$ cat src/rtl/tve_pkg.sv
// Shared types and constants for the tilt vote / event alarm block.
// Used by tve_window, tve_out_buf and the top level; depends on nothing else.
package tve_pkg;

  localparam int PCT_FULL = 100;

  // Register indexes on the configuration port (byte address = 4 * index)
  typedef enum logic [1:0] {
    REG_VOTE_PERCENT  = 2'd0,
    REG_EVENTS_NEEDED = 2'd1,
    REG_HOLD_MS       = 2'd2,
    REG_SEQ_WINDOW_MS = 2'd3
  } reg_idx_t;

  localparam logic [6:0]  VOTE_PERCENT_RST  = 7'd80;
  localparam logic [7:0]  EVENTS_NEEDED_RST = 8'd3;
  localparam logic [31:0] HOLD_MS_RST       = 32'd5000;
  localparam logic [31:0] SEQ_WINDOW_MS_RST = 32'd10000;

  // Vote status handed from the window to the event logic
  typedef struct packed {
    logic full;
    logic level;
    logic undecided;
  } vote_t;

  // One result item
  typedef struct packed {
    logic       level_out;
    logic       send_alarm;
    logic [7:0] event_total;
    logic       alert_active;
    logic       tilt_detected;
  } res_t;

endpackage

$ cat src/rtl/tve_cell.sv
// One sample cell of the window shift line.
// Depends on nothing; instantiated in a row by tve_window.
module tve_cell (
  input  logic clk,
  input  logic en,
  input  logic d,
  output logic q
);

  always_ff @(posedge clk) begin
    if (en) begin
      q <= d;
    end
  end

endmodule

$ cat src/rtl/tve_window.sv
// Sample window: a row of tve_cell plus running ones count, fill tracking and vote.
// Depends on tve_pkg and tve_cell.
module tve_window #(
  parameter int WINDOW_SAMPLES = 16
) (
  input  logic             clk,
  input  logic             rst,
  input  logic             shift_en,
  input  logic             restart,
  input  logic             sample,
  input  logic [6:0]       vote_percent,
  output tve_pkg::vote_t   vote
);

  localparam int CW = $clog2(WINDOW_SAMPLES);
  localparam int OW = $clog2(WINDOW_SAMPLES + 1);

  logic [WINDOW_SAMPLES-1:0] tap;
  logic [CW-1:0]             fill_cnt;
  logic [CW-1:0]             fill_cnt_next;
  logic                      full;
  logic                      full_next;
  logic [OW-1:0]             ones;
  logic [OW-1:0]             ones_next;
  logic [6:0]                pct_tab [WINDOW_SAMPLES+1];
  logic [6:0]                pct1;
  logic [6:0]                pct0;
  logic                      win1;
  logic                      win0;

  for (genvar g = 0; g < WINDOW_SAMPLES; g++) begin : g_cell
    if (g == 0) begin : g_head
      tve_cell u_cell (.clk(clk), .en(shift_en), .d(sample), .q(tap[g]));
    end else begin : g_body
      tve_cell u_cell (.clk(clk), .en(shift_en), .d(tap[g-1]), .q(tap[g]));
    end
  end

  // Percentage of ones for every possible count
  for (genvar g = 0; g <= WINDOW_SAMPLES; g++) begin : g_pct
    localparam logic [6:0] PCT = 7'((g * tve_pkg::PCT_FULL) / WINDOW_SAMPLES);
    assign pct_tab[g] = PCT;
  end

  // While filling, the oldest cell still holds stale data: do not subtract it
  always_comb begin
    if (full) begin
      ones_next = ones + OW'(sample) - OW'(tap[WINDOW_SAMPLES-1]);
    end else begin
      ones_next = ones + OW'(sample);
    end
    full_next     = full | (fill_cnt == CW'(WINDOW_SAMPLES - 1));
    fill_cnt_next = full_next ? '0 : fill_cnt + CW'(1);
    pct1          = pct_tab[ones_next];
    pct0          = 7'(tve_pkg::PCT_FULL) - pct1;
    win1          = pct1 >= vote_percent;
    win0          = pct0 >= vote_percent;
    vote.full      = full_next;
    vote.level     = win1;
    vote.undecided = full_next & ~win1 & ~win0;
  end

  always_ff @(posedge clk) begin
    if (rst) begin
      fill_cnt <= '0;
      full     <= 1'b0;
      ones     <= '0;
    end else if (shift_en) begin
      if (restart) begin
        fill_cnt <= '0;
        full     <= 1'b0;
        ones     <= '0;
      end else begin
        fill_cnt <= fill_cnt_next;
        full     <= full_next;
        ones     <= ones_next;
      end
    end
  end

endmodule

$ cat src/rtl/tve_out_buf.sv
// Output register with one skid entry for result items.
// Depends on tve_pkg.
module tve_out_buf (
  input  logic          clk,
  input  logic          rst,
  input  logic          in_valid,
  output logic          in_ready,
  input  tve_pkg::res_t in_res,
  output logic          out_valid,
  input  logic          out_ready,
  output tve_pkg::res_t out_res
);

  logic          skid_valid;
  tve_pkg::res_t skid_res;
  logic          push;
  logic          pop;

  assign in_ready = ~skid_valid;
  assign push     = in_valid & in_ready;
  assign pop      = out_valid & out_ready;

  always_ff @(posedge clk) begin
    if (rst) begin
      out_valid  <= 1'b0;
      skid_valid <= 1'b0;
    end else begin
      if (push) begin
        if (!out_valid || pop) begin
          out_valid <= 1'b1;
        end else begin
          skid_valid <= 1'b1;
        end
      end else if (pop) begin
        // refill from the skid entry, or drain
        out_valid  <= skid_valid;
        skid_valid <= 1'b0;
      end
    end
  end

  always_ff @(posedge clk) begin
    if (push) begin
      if (!out_valid || pop) begin
        out_res <= in_res;
      end else begin
        skid_res <= in_res;
      end
    end else if (pop && skid_valid) begin
      out_res <= skid_res;
    end
  end

endmodule

$ cat src/rtl/tilt_vote_event_alarm_top.sv
// Tilt vote / event alarm: one sample per transaction, one result per sample.
// Results are registered in the output register, or in the skid entry on a stall.
// Throughput: one item per cycle unless the output stalls; a skid entry keeps input
// open one item past a stalled output. Step logic around the cell row is combinational.
// Reset (synchronous, rst high) clears window fill, event and alert state,
// empties the output buffer and loads register defaults 80, 3, 5000, 10000.
module tilt_vote_event_alarm_top #(
  parameter int WINDOW_SAMPLES = 16
) (
  input  logic        clk,
  input  logic        rst,
  // APB-style configuration port
  input  logic        psel,
  input  logic        penable,
  input  logic        pwrite,
  input  logic [3:0]  paddr,
  input  logic [31:0] pwdata,
  output logic [31:0] prdata,
  output logic        pready,
  // input stream
  input  logic        s_tvalid,
  output logic        s_tready,
  input  logic [39:0] s_tdata,   // [0] tilt_raw, [32:1] now_ms, [39:33] zero
  // result stream
  output logic        m_tvalid,
  input  logic        m_tready,
  output logic [15:0] m_tdata    // [0] tilt_detected, [1] alert_active,
                                 // [9:2] event_total, [10] send_alarm,
                                 // [11] level_out, [15:12] zero
);

  logic [6:0]  vote_percent;
  logic [7:0]  events_needed;
  logic [31:0] hold_ms;
  logic [31:0] seq_window_ms;

  logic        voted_level;
  logic        alert_on;
  logic [31:0] alert_since_ms;
  logic        alarm_sent;
  logic [7:0]  edge_count;
  logic [31:0] sequence_start_ms;

  logic        voted_level_next;
  logic        alert_on_next;
  logic [31:0] alert_since_ms_next;
  logic        alarm_sent_next;
  logic [7:0]  edge_count_next;
  logic [31:0] sequence_start_ms_next;

  logic          tilt_raw;
  logic [31:0]   now_ms;
  logic          accept;
  logic          cfg_wr;
  tve_pkg::reg_idx_t reg_sel;
  tve_pkg::vote_t    vote;
  tve_pkg::res_t     res;
  tve_pkg::res_t     out_res;

  logic        expire;
  logic        lvl;
  logic        fall;
  logic        first_edge;
  logic [7:0]  cnt_inc;
  logic [7:0]  cnt2;
  logic [31:0] start2;
  logic        overrun;
  logic        restart;
  logic        send;

  assign tilt_raw = s_tdata[0];
  assign now_ms   = s_tdata[32:1];
  assign accept   = s_tvalid & s_tready;

  // Configuration registers
  assign pready  = 1'b1;
  assign reg_sel = tve_pkg::reg_idx_t'(paddr[3:2]);
  assign cfg_wr  = psel & penable & pwrite & pready;

  always_ff @(posedge clk) begin
    if (rst) begin
      vote_percent  <= tve_pkg::VOTE_PERCENT_RST;
      events_needed <= tve_pkg::EVENTS_NEEDED_RST;
      hold_ms       <= tve_pkg::HOLD_MS_RST;
      seq_window_ms <= tve_pkg::SEQ_WINDOW_MS_RST;
    end else if (cfg_wr) begin
      case (reg_sel)
        tve_pkg::REG_VOTE_PERCENT:  vote_percent  <= pwdata[6:0];
        tve_pkg::REG_EVENTS_NEEDED: events_needed <= pwdata[7:0];
        tve_pkg::REG_HOLD_MS:       hold_ms       <= pwdata;
        tve_pkg::REG_SEQ_WINDOW_MS: seq_window_ms <= pwdata;
        default: ;
      endcase
    end
  end

  always_comb begin
    case (reg_sel)
      tve_pkg::REG_VOTE_PERCENT:  prdata = {25'd0, vote_percent};
      tve_pkg::REG_EVENTS_NEEDED: prdata = {24'd0, events_needed};
      tve_pkg::REG_HOLD_MS:       prdata = hold_ms;
      tve_pkg::REG_SEQ_WINDOW_MS: prdata = seq_window_ms;
      default:                    prdata = '0;
    endcase
  end

  tve_window #(
    .WINDOW_SAMPLES(WINDOW_SAMPLES)
  ) u_window (
    .clk         (clk),
    .rst         (rst),
    .shift_en    (accept),
    .restart     (restart),
    .sample      (tilt_raw),
    .vote_percent(vote_percent),
    .vote        (vote)
  );

  // Step logic for one accepted sample
  always_comb begin
    expire = alert_on & ((now_ms - alert_since_ms) > hold_ms);
    alert_on_next       = alert_on & ~expire;
    alarm_sent_next     = alarm_sent & ~expire;
    alert_since_ms_next = alert_since_ms;
    send                = 1'b0;

    // an undecided vote restarts the sequence and counts no edge
    lvl        = vote.full ? vote.level : voted_level;
    fall       = voted_level & ~lvl & ~vote.undecided;
    first_edge = fall & (edge_count == 8'd0);
    cnt_inc    = edge_count + 8'd1;
    cnt2       = edge_count;
    start2     = first_edge ? now_ms : sequence_start_ms;

    if (fall) begin
      cnt2 = cnt_inc;
      if (cnt_inc >= events_needed) begin
        alert_on_next       = 1'b1;
        alert_since_ms_next = now_ms;
        send                = ~alarm_sent_next;
        alarm_sent_next     = 1'b1;
        cnt2                = 8'd0;
        start2              = '0;
      end
    end

    // a freshly started sequence has zero elapsed time, so only the old start matters
    overrun = (cnt2 != 8'd0) & ~first_edge &
              ((now_ms - sequence_start_ms) > seq_window_ms);
    restart = vote.undecided | overrun;

    if (vote.undecided) begin
      send = 1'b0;
    end

    voted_level_next       = restart ? 1'b0 : lvl;
    edge_count_next        = restart ? 8'd0 : cnt2;
    sequence_start_ms_next = restart ? '0 : start2;

    res.tilt_detected = fall & ~restart;
    res.alert_active  = alert_on_next;
    res.event_total   = edge_count_next;
    res.send_alarm    = send;
    res.level_out     = voted_level_next;
  end

  always_ff @(posedge clk) begin
    if (rst) begin
      voted_level       <= 1'b0;
      alert_on          <= 1'b0;
      alert_since_ms    <= '0;
      alarm_sent        <= 1'b0;
      edge_count        <= 8'd0;
      sequence_start_ms <= '0;
    end else if (accept) begin
      voted_level       <= voted_level_next;
      alert_on          <= alert_on_next;
      alert_since_ms    <= alert_since_ms_next;
      alarm_sent        <= alarm_sent_next;
      edge_count        <= edge_count_next;
      sequence_start_ms <= sequence_start_ms_next;
    end
  end

  tve_out_buf u_out_buf (
    .clk      (clk),
    .rst      (rst),
    .in_valid (s_tvalid),
    .in_ready (s_tready),
    .in_res   (res),
    .out_valid(m_tvalid),
    .out_ready(m_tready),
    .out_res  (out_res)
  );

  assign m_tdata = {4'd0, out_res};

endmodule

$ cat config.mk
export PLATFORM = sky130hd
export DESIGN_NAME = tilt_vote_event_alarm_top
export DESIGN_NICKNAME = d
export VERILOG_FILES = /design/src/rtl/tve_pkg.sv /design/src/rtl/tve_cell.sv /design/src/rtl/tve_window.sv /design/src/rtl/tve_out_buf.sv /design/src/rtl/tilt_vote_event_alarm_top.sv
export SDC_FILE = /design/constraint.sdc
export NUM_CORES = 1
export LEC_CHECK = 0
export BUFFER_PORTS_ARGS = -buffer_cell sky130_fd_sc_hd__buf_2
export CAP_MARGIN = 20
export CELL_PAD_IN_SITES_DETAIL_PLACEMENT = 1
export CELL_PAD_IN_SITES_GLOBAL_PLACEMENT = 2
export CORE_UTILIZATION = 37
export CTS_BUF_LIST = sky130_fd_sc_hd__clkbuf_8 sky130_fd_sc_hd__clkbuf_16
export DETAILED_ROUTE_END_ITERATION = 8
export GPL_TIMING_DRIVEN = 1
export PLACE_DENSITY = 0.81
export SETUP_SLACK_MARGIN = 0.05
export SLEW_MARGIN = 20
export SYNTH_ARGS = -nofsm -noshare
export SYNTH_HDL_FRONTEND = slang
export SYNTH_SLANG_ARGS = --single-unit
export TNS_END_PERCENT = 30
$ cat constraint.sdc
create_clock -name clk -period 5.8 [get_ports clk]
set_clock_uncertainty 0.05 [all_clocks]
set_input_delay 0.29 -clock clk [delete_from_list [all_inputs] [get_ports clk]]
set_output_delay 0.29 -clock clk [all_outputs]
set_load 0.05 [all_outputs]
; Yosys cells after proc, flatten, opt, wreduce, memory -nomap -nowiden
; Memories as Yosys holds them, arrays and structs flattened.
; Index checks and enable logic that the tools add are counted.
[word_totals]
output_inout_bits = 51
wordCells = 139
regBits = 206
in_bits = 83
romBits = 224
n_memories = 1
[memory_table]
columns = name, depth, word_bits, rd, rd_clocked_by_memory_dff, write_ports, line
row1 = (name not given), 32, 7, 1, 0, 0, tve_window.sv:54  ; pct1 = pct_tab[ones_next];
[op_classes]
bitwise_logic = 28
addsub = 7
muxes = 33
n_lt_le_gt_ge = 6
reduce_logical = 17
n_eq_ne = 6
[ops]
columns = op, count
row1 = 2-to-1 mux 32 bit, 4
row2 = one-hot mux 32 bit (4 select lines), 1
row3 = greater-than comparator 32 bit, 2
row4 = subtractor 32 bit, 2
row5 = 2-to-1 mux 12 bit, 3
row6 = 2-to-1 mux 8 bit, 3
row7 = 2-to-1 mux 1 bit, 16
row8 = AND reduction 2 bit, 8
row9 = AND 1 bit, 15
row10 = >= comparator 7 bit, 2
row11 = 2-to-1 mux 7 bit, 2
row12 = 2-to-1 mux 5 bit, 2
row13 = NOT 1 bit, 10
row14 = "adder 8 x 1 -> 8 bit, second input constant", 1
row15 = >= comparator 8 bit, 1
row16 = logical NOT 8 bit, 1
row17 = 2-to-1 mux 4 bit, 2
row18 = nonzero test 8 bit, 1
row19 = "subtractor 7 bit, first input constant", 1
row20 = ">= comparator 6 bit, second input constant", 1
row21 = NOT 5 -> 6 bit, 1
row22 = adder 5 x 1 -> 5 bit, 1
row23 = subtractor 5 x 1 -> 5 bit, 1
row24 = "adder 4 x 1 -> 4 bit, second input constant", 1
row25 = 12 further kinds, 15

; Logic depth before layout (Yosys ltp)
[depth]
word_depth = 22
depth_mapped = 24
depth_no_buf = 23

; By module
; A second synthesis with hierarchy kept.
[unflattened]
cells_unflattened = 1784
area_unflattened_um2 = 14901.8
[modules_own_cells]
columns = mod, area_per_inst_um2, instances, cells_per_inst
row1 = tilt_vote_event_alarm_top, 11936.4, 1, 1543
row2 = tve_window, 1470.2, 1, 175
row3 = tve_out_buf, 1014.7, 1, 50
row4 = tve_cell, 30.0, 16, 1

; Least setup slack after synthesis
; Ideal clock, no wire load.
[synth_path]
path_kind = input to register
startpoint = input s_tdata[1]
endpoint = register u_out_buf.out_res[2] (netlist name)
arrival_time_ps = 4427
stages = 24
required_time_ps = 5482
path_slack_ps = 1055
n_path_buf = 1
path_cell_list = inv_1 -> ha_1 -> inv_1 -> fa_1 -> a211oi_1 -> o21bai_1 -> nor4_1 -> o21ai_0 -> a21boi_0 -> a2111o_1 -> nand3_1 -> o41ai_1 -> xnor2_1 -> ha_1 -> nand4_1 -> nor4_1 -> a221oi_1 -> o211ai_1 -> mux2_2 -> nand2_1 -> a21o_2 -> o21ai_4 -> buf_6 -> o31ai_1
[synth_via]
elab_chain_len = 7
[synth_rtl]
columns = item, line
row1 = "start, declared", tilt_vote_event_alarm_top.sv:23  ; input logic [39:0] s_tdata,
row2 = subtractor 32 bit, tilt_vote_event_alarm_top.sv:149  ; ((now_ms - sequence_start_ms) > seq_window_ms);
row3 = greater-than comparator 32 bit, tilt_vote_event_alarm_top.sv:149
row4 = AND 1 bit, tilt_vote_event_alarm_top.sv:148  ; overrun = (cnt2 != 8'd0) & ~first_edge &
row5 = bitwise OR 1 bit, tilt_vote_event_alarm_top.sv:150  ; restart = vote.undecided | overrun;
row6 = 2-to-1 mux 8 bit, tilt_vote_event_alarm_top.sv:157  ; edge_count_next = restart ? 8'd0 : cnt2;
row7 = 2-to-1 mux 12 bit, tve_out_buf.sv:44  ; if (!out_valid || pop) begin
row8 = 2-to-1 mux 12 bit, tve_out_buf.sv:43  ; if (push) begin
; Every way passes these cells. The select of a mux whose other input is x is not followed.
; A chain may end at the register's enable or synchronous reset.

; Final worst setup path
[layout_path]
startpoint = register sequence_start_ms[0]
endpoint = register u_window.ones[4]
[layout_via]
elab_chain_len = 5
[layout_rtl]
columns = item, line
row1 = "start, declared", tilt_vote_event_alarm_top.sv:42  ; logic [31:0] sequence_start_ms;
row2 = "start signal, assigned", tilt_vote_event_alarm_top.sv:181  ; sequence_start_ms <= sequence_start_ms_next;
row3 = subtractor 32 bit, tilt_vote_event_alarm_top.sv:149
row4 = greater-than comparator 32 bit, tilt_vote_event_alarm_top.sv:149
row5 = AND 1 bit, tilt_vote_event_alarm_top.sv:148
row6 = bitwise OR 1 bit, tilt_vote_event_alarm_top.sv:150
row7 = 2-to-1 mux 5 bit, tve_window.sv:69  ; if (restart) begin
row8 = "end signal, assigned", tve_window.sv:76  ; ones <= ones_next;
row9 = "end, declared", tve_window.sv:23  ; logic [OW-1:0] ones;
; Every way passes these cells.

==> reports/results.tsv <==
metric	value	unit
Tmin final	5480	ps
share of the synthesized area in the top cell type	0.237	
Routed wire per std cell	18.3	um
main area contributors after synthesis	dfxtp_1 (24%), ha_1 (14%), edfxtp_1 (8.6%)	
share of cells above drive strength 1	0.126	
crit path DAT	5890	ps
Final Max Tran Viols	0	
Syn Inst Count	1656	
DRC viols	0	
area leader, netlist	dfxtp_1	
Reg2Reg Depth	24	
vias in the first global route	12869	
outcome	finished clean	
io pins	134	
setup TNS	0	ps
Post-synth EDFFs	40	
H-tree Lvls	1	
fin worst setup slack	319	ps
Synth Flop Type	dfxtp_1	
Final #Nets	2089	
crit start category	flop	
Worst Path Buf+Inv	4	
# Max-Cap Violations	0	
final setup fails	0	
Rows	70	
Clock Tree Root	clkbuf_16	
most common library cells after synthesis	nand2_1 (197), inv_1 (170), dfxtp_1 (166)	
clock transition at the registers of the reported paths	60	ps
final hold violations	0	
worst setup path end	u_window.ones[4]	
vias per inst	5.27	
Rel. slew slack	0.308	
Critical Setup Path Class	reg -> reg	
fillcell total	4459	
Worst Setup End Kind	flop	
Die Height	197	um
reg2reg end	u_window.ones[4]	
Slowest-stage cell, CP	fa_1	
die area	0.0387	mm^2
WP depth	24	
Seq cells post-synth	206	
final wirelength	43.4	mm
HPWL Detailed	32.4	mm
via count	12470	
Util after Layout	0.456	
antenna violations before repair	0	
GRT Total Usage	0.225	
IO buf count	119	
Netlist Area Pre-Place	0.0140	mm^2
grt ovf	0	
hold slack	20.1	ps
YS warnings	0	
Distinct cells, synth	81	
Fmax	182	MHz
worst setup path start	sequence_start_ms[0]	
Die W	197	um
register area share after synthesis	0.323	
CP Data Required Time	6210	ps
Crit path max-delay family	compound AO/OA/AOI/OAI gates	
pwr dens	228	mW/mm^2
post-route ant nets	0	
static leakage	7.12	nW
Tot Pwr	3.85	mW
CP Max Fanout	18	
Multi-input gate area	0.00863	mm^2
largest net degree at the start of global routing	59	
DR iter-0 viols	509	
worst hold path class	in -> reg	
pre-CTS setup slack	-90.1	ps
Core ar.	0.0370	mm^2
worst-margin pin slew	1040	ps
Placed Instances	2255	
Worst-Skew Late Latency	550	ps
Final Cell Area	0.0168	mm^2
Detailed Routing Iterations Pass 1	5	
first-pass GRT wire length	69.2	mm
register area	0.00452	mm^2
crit share post-route	0.945	
# diodes	0	
reg-to-reg slack, setup	320	ps
Clock Sinks	206	
P&R area growth vs syn	20.2	%
top-count cell post-synth	nand2_1	
Placement Cell Area	0.0153	mm^2
RSZ-0062 raised after global routing	no	
Cell Count, Final, Fillers Out	2368	
syn_area_per_cell	8.46	um^2
buffer levels on the longest clock path	3	
CP peak stage delay	440	ps
CP Cell Sequence	ha_1 -> inv_1 -> fa_1 -> a211oi_1 -> o21bai_1 -> nor4_2 -> o21ai_1 -> buf_4 -> a31oi_2 -> o21ai_0 -> a21oi_1 -> xnor2_1 -> ha_1 -> a21o_1 -> a21o_1 -> a221oi_1 -> o211ai_1 -> a211o_1 -> nand2_1 -> a21o_2 -> o21ai_4 -> buf_12 -> buf_4 -> o41ai_2	
Worst R2R Start	sequence_start_ms[0]	
largest vdd supply drop	0.177	mV
Async S/R FF share, synth	0	
CTS Buf Count	26	
CTS tree	yes	
Placer Congestion	0.882	
initial core utilization	0.379	
-- how the worst min path moves through the flow --
| stage | startpoint | to | depth (start not counted) |
|---|---|---|---|
| final | s_tdata[31] | sequence_start_ms[30] | 2 |
| after global routing | s_tdata[31] | sequence_start_ms[30] | 2 |
| after CTS | s_tdata[31] | sequence_start_ms[30] | 2 |
| after detailed placement | u_window.g_cell[1].g_body.u_cell.q | u_window.g_cell[2].g_body.u_cell.q | 0 |
| after global placement | u_window.g_cell[0].g_head.u_cell.q | u_window.g_cell[1].g_body.u_cell.q | 0 |
| after floorplan | s_tdata[0] | u_window.g_cell[0].g_head.u_cell.q | 0 |
-- kinds of logic after synthesis --
family / share of synthesized area
simple gates: 0.162
compound gates: 0.192
xor+xnor: 0.0474
fa+ha+maj: 0.146
buf+inv: 0.0669
mux: 0.0629
other cells: 0.000536
flops: 0.323
-- state kept, by name, indices dropped and copies added, names as in the netlist --
register / cells
u_window.g_cell.g_head.u_cell.q: 1
u_out_buf.out_res: 12
voted_level: 1
u_out_buf.skid_res: 12
u_window.fill_cnt: 4
u_window.ones: 5
u_out_buf.skid_valid: 1
alarm_sent: 1
alert_since_ms: 32
vote_percent: 7
alert_on: 1
seq_window_ms: 32
sequence_start_ms: 32
hold_ms: 32
u_out_buf.out_valid: 1
u_window.g_cell.g_body.u_cell.q: 15
edge_count: 8
u_window.full: 1
events_needed: 8
-- routing by layer --
layer  share of wire  GRT usage  vias up
met5               0          0        -
met4           0.023     0.0591        0
met1            0.48      0.301     6059
li1                -          -     6180
met2            0.46      0.387      180
met3           0.028     0.0214       51
-- cell usage in the layout (no fill, tap or decap), types with 7 or more instances in the layout --
master | Yosys | final
a211oi_1 | 13 | 13
a21o_1 | 57 | 57
a21oi_1 | 124 | 123
a22o_1 | 32 | 32
a31oi_1 | 12 | 11
and2_1 | 8 | 7
and3_1 | 13 | 12
buf_2 | 11 | 118
buf_4 | 6 | 38
clkbuf_16 | 0 | 27
dfxtp_1 | 166 | 166
dlygate4sd3_1 | 0 | 63
edfxtp_1 | 40 | 40
ha_1 | 160 | 160
inv_1 | 170 | 176
mux2i_1 | 69 | 69
mux4_2 | 8 | 8
nand2_1 | 197 | 196
nand2b_1 | 14 | 14
nand3_1 | 30 | 29
nand4_1 | 22 | 22
nor2_1 | 128 | 128
nor2b_1 | 35 | 35
nor3_1 | 16 | 16
o211ai_1 | 21 | 21
o21a_1 | 10 | 10
o21ai_0 | 47 | 46
o21bai_1 | 8 | 8
o2bb2ai_1 | 7 | 7
o31ai_1 | 13 | 13
xnor2_1 | 48 | 47
xor2_1 | 26 | 26
-- power breakdown --
group	internal, mW	switching, mW
combinational	0.291	0.432
sequential	1.49	0.0148
clock	0.964	0.655
total	2.75	1.10
-- layout make-up --
class	instances	share of cell area
sequential	206	0.269
clock inverter	18	0.00780
tap	504	0.0374
timing repair buffer	222	0.0930
inverter	171	0.0381
clock buffer	30	0.0426
multi-input combinational	1217	0.513
-- worst register-to-register path: cells and delay by family, from the launching register on --
kind | cells | cell delay (ps)
buffers and inverters | 4 | 570
xor gates and xnor gates | 1 | 150
adders and majority gates | 3 | 880
AOI/OAI and AO/OA | 14 | 2900
and+or+nand+nor | 2 | 520
DFF | 1 | 340
-- what timing repair did --
| item | 4_1_cts | 5_1_grt |
|---|---|---|
| endpoints found under the setup margin | 21 | 75 |
| buffers inserted | 2 | 0 |
| gates cloned | 0 | 0 |
| gates resized for setup | 0 | 12 |
| pin swaps | 1 | 1 |
| hold endpoints to repair | 105 | 0 |
| hold buffers | 63 | 0 |
Power figures use the tool's default switching activity.
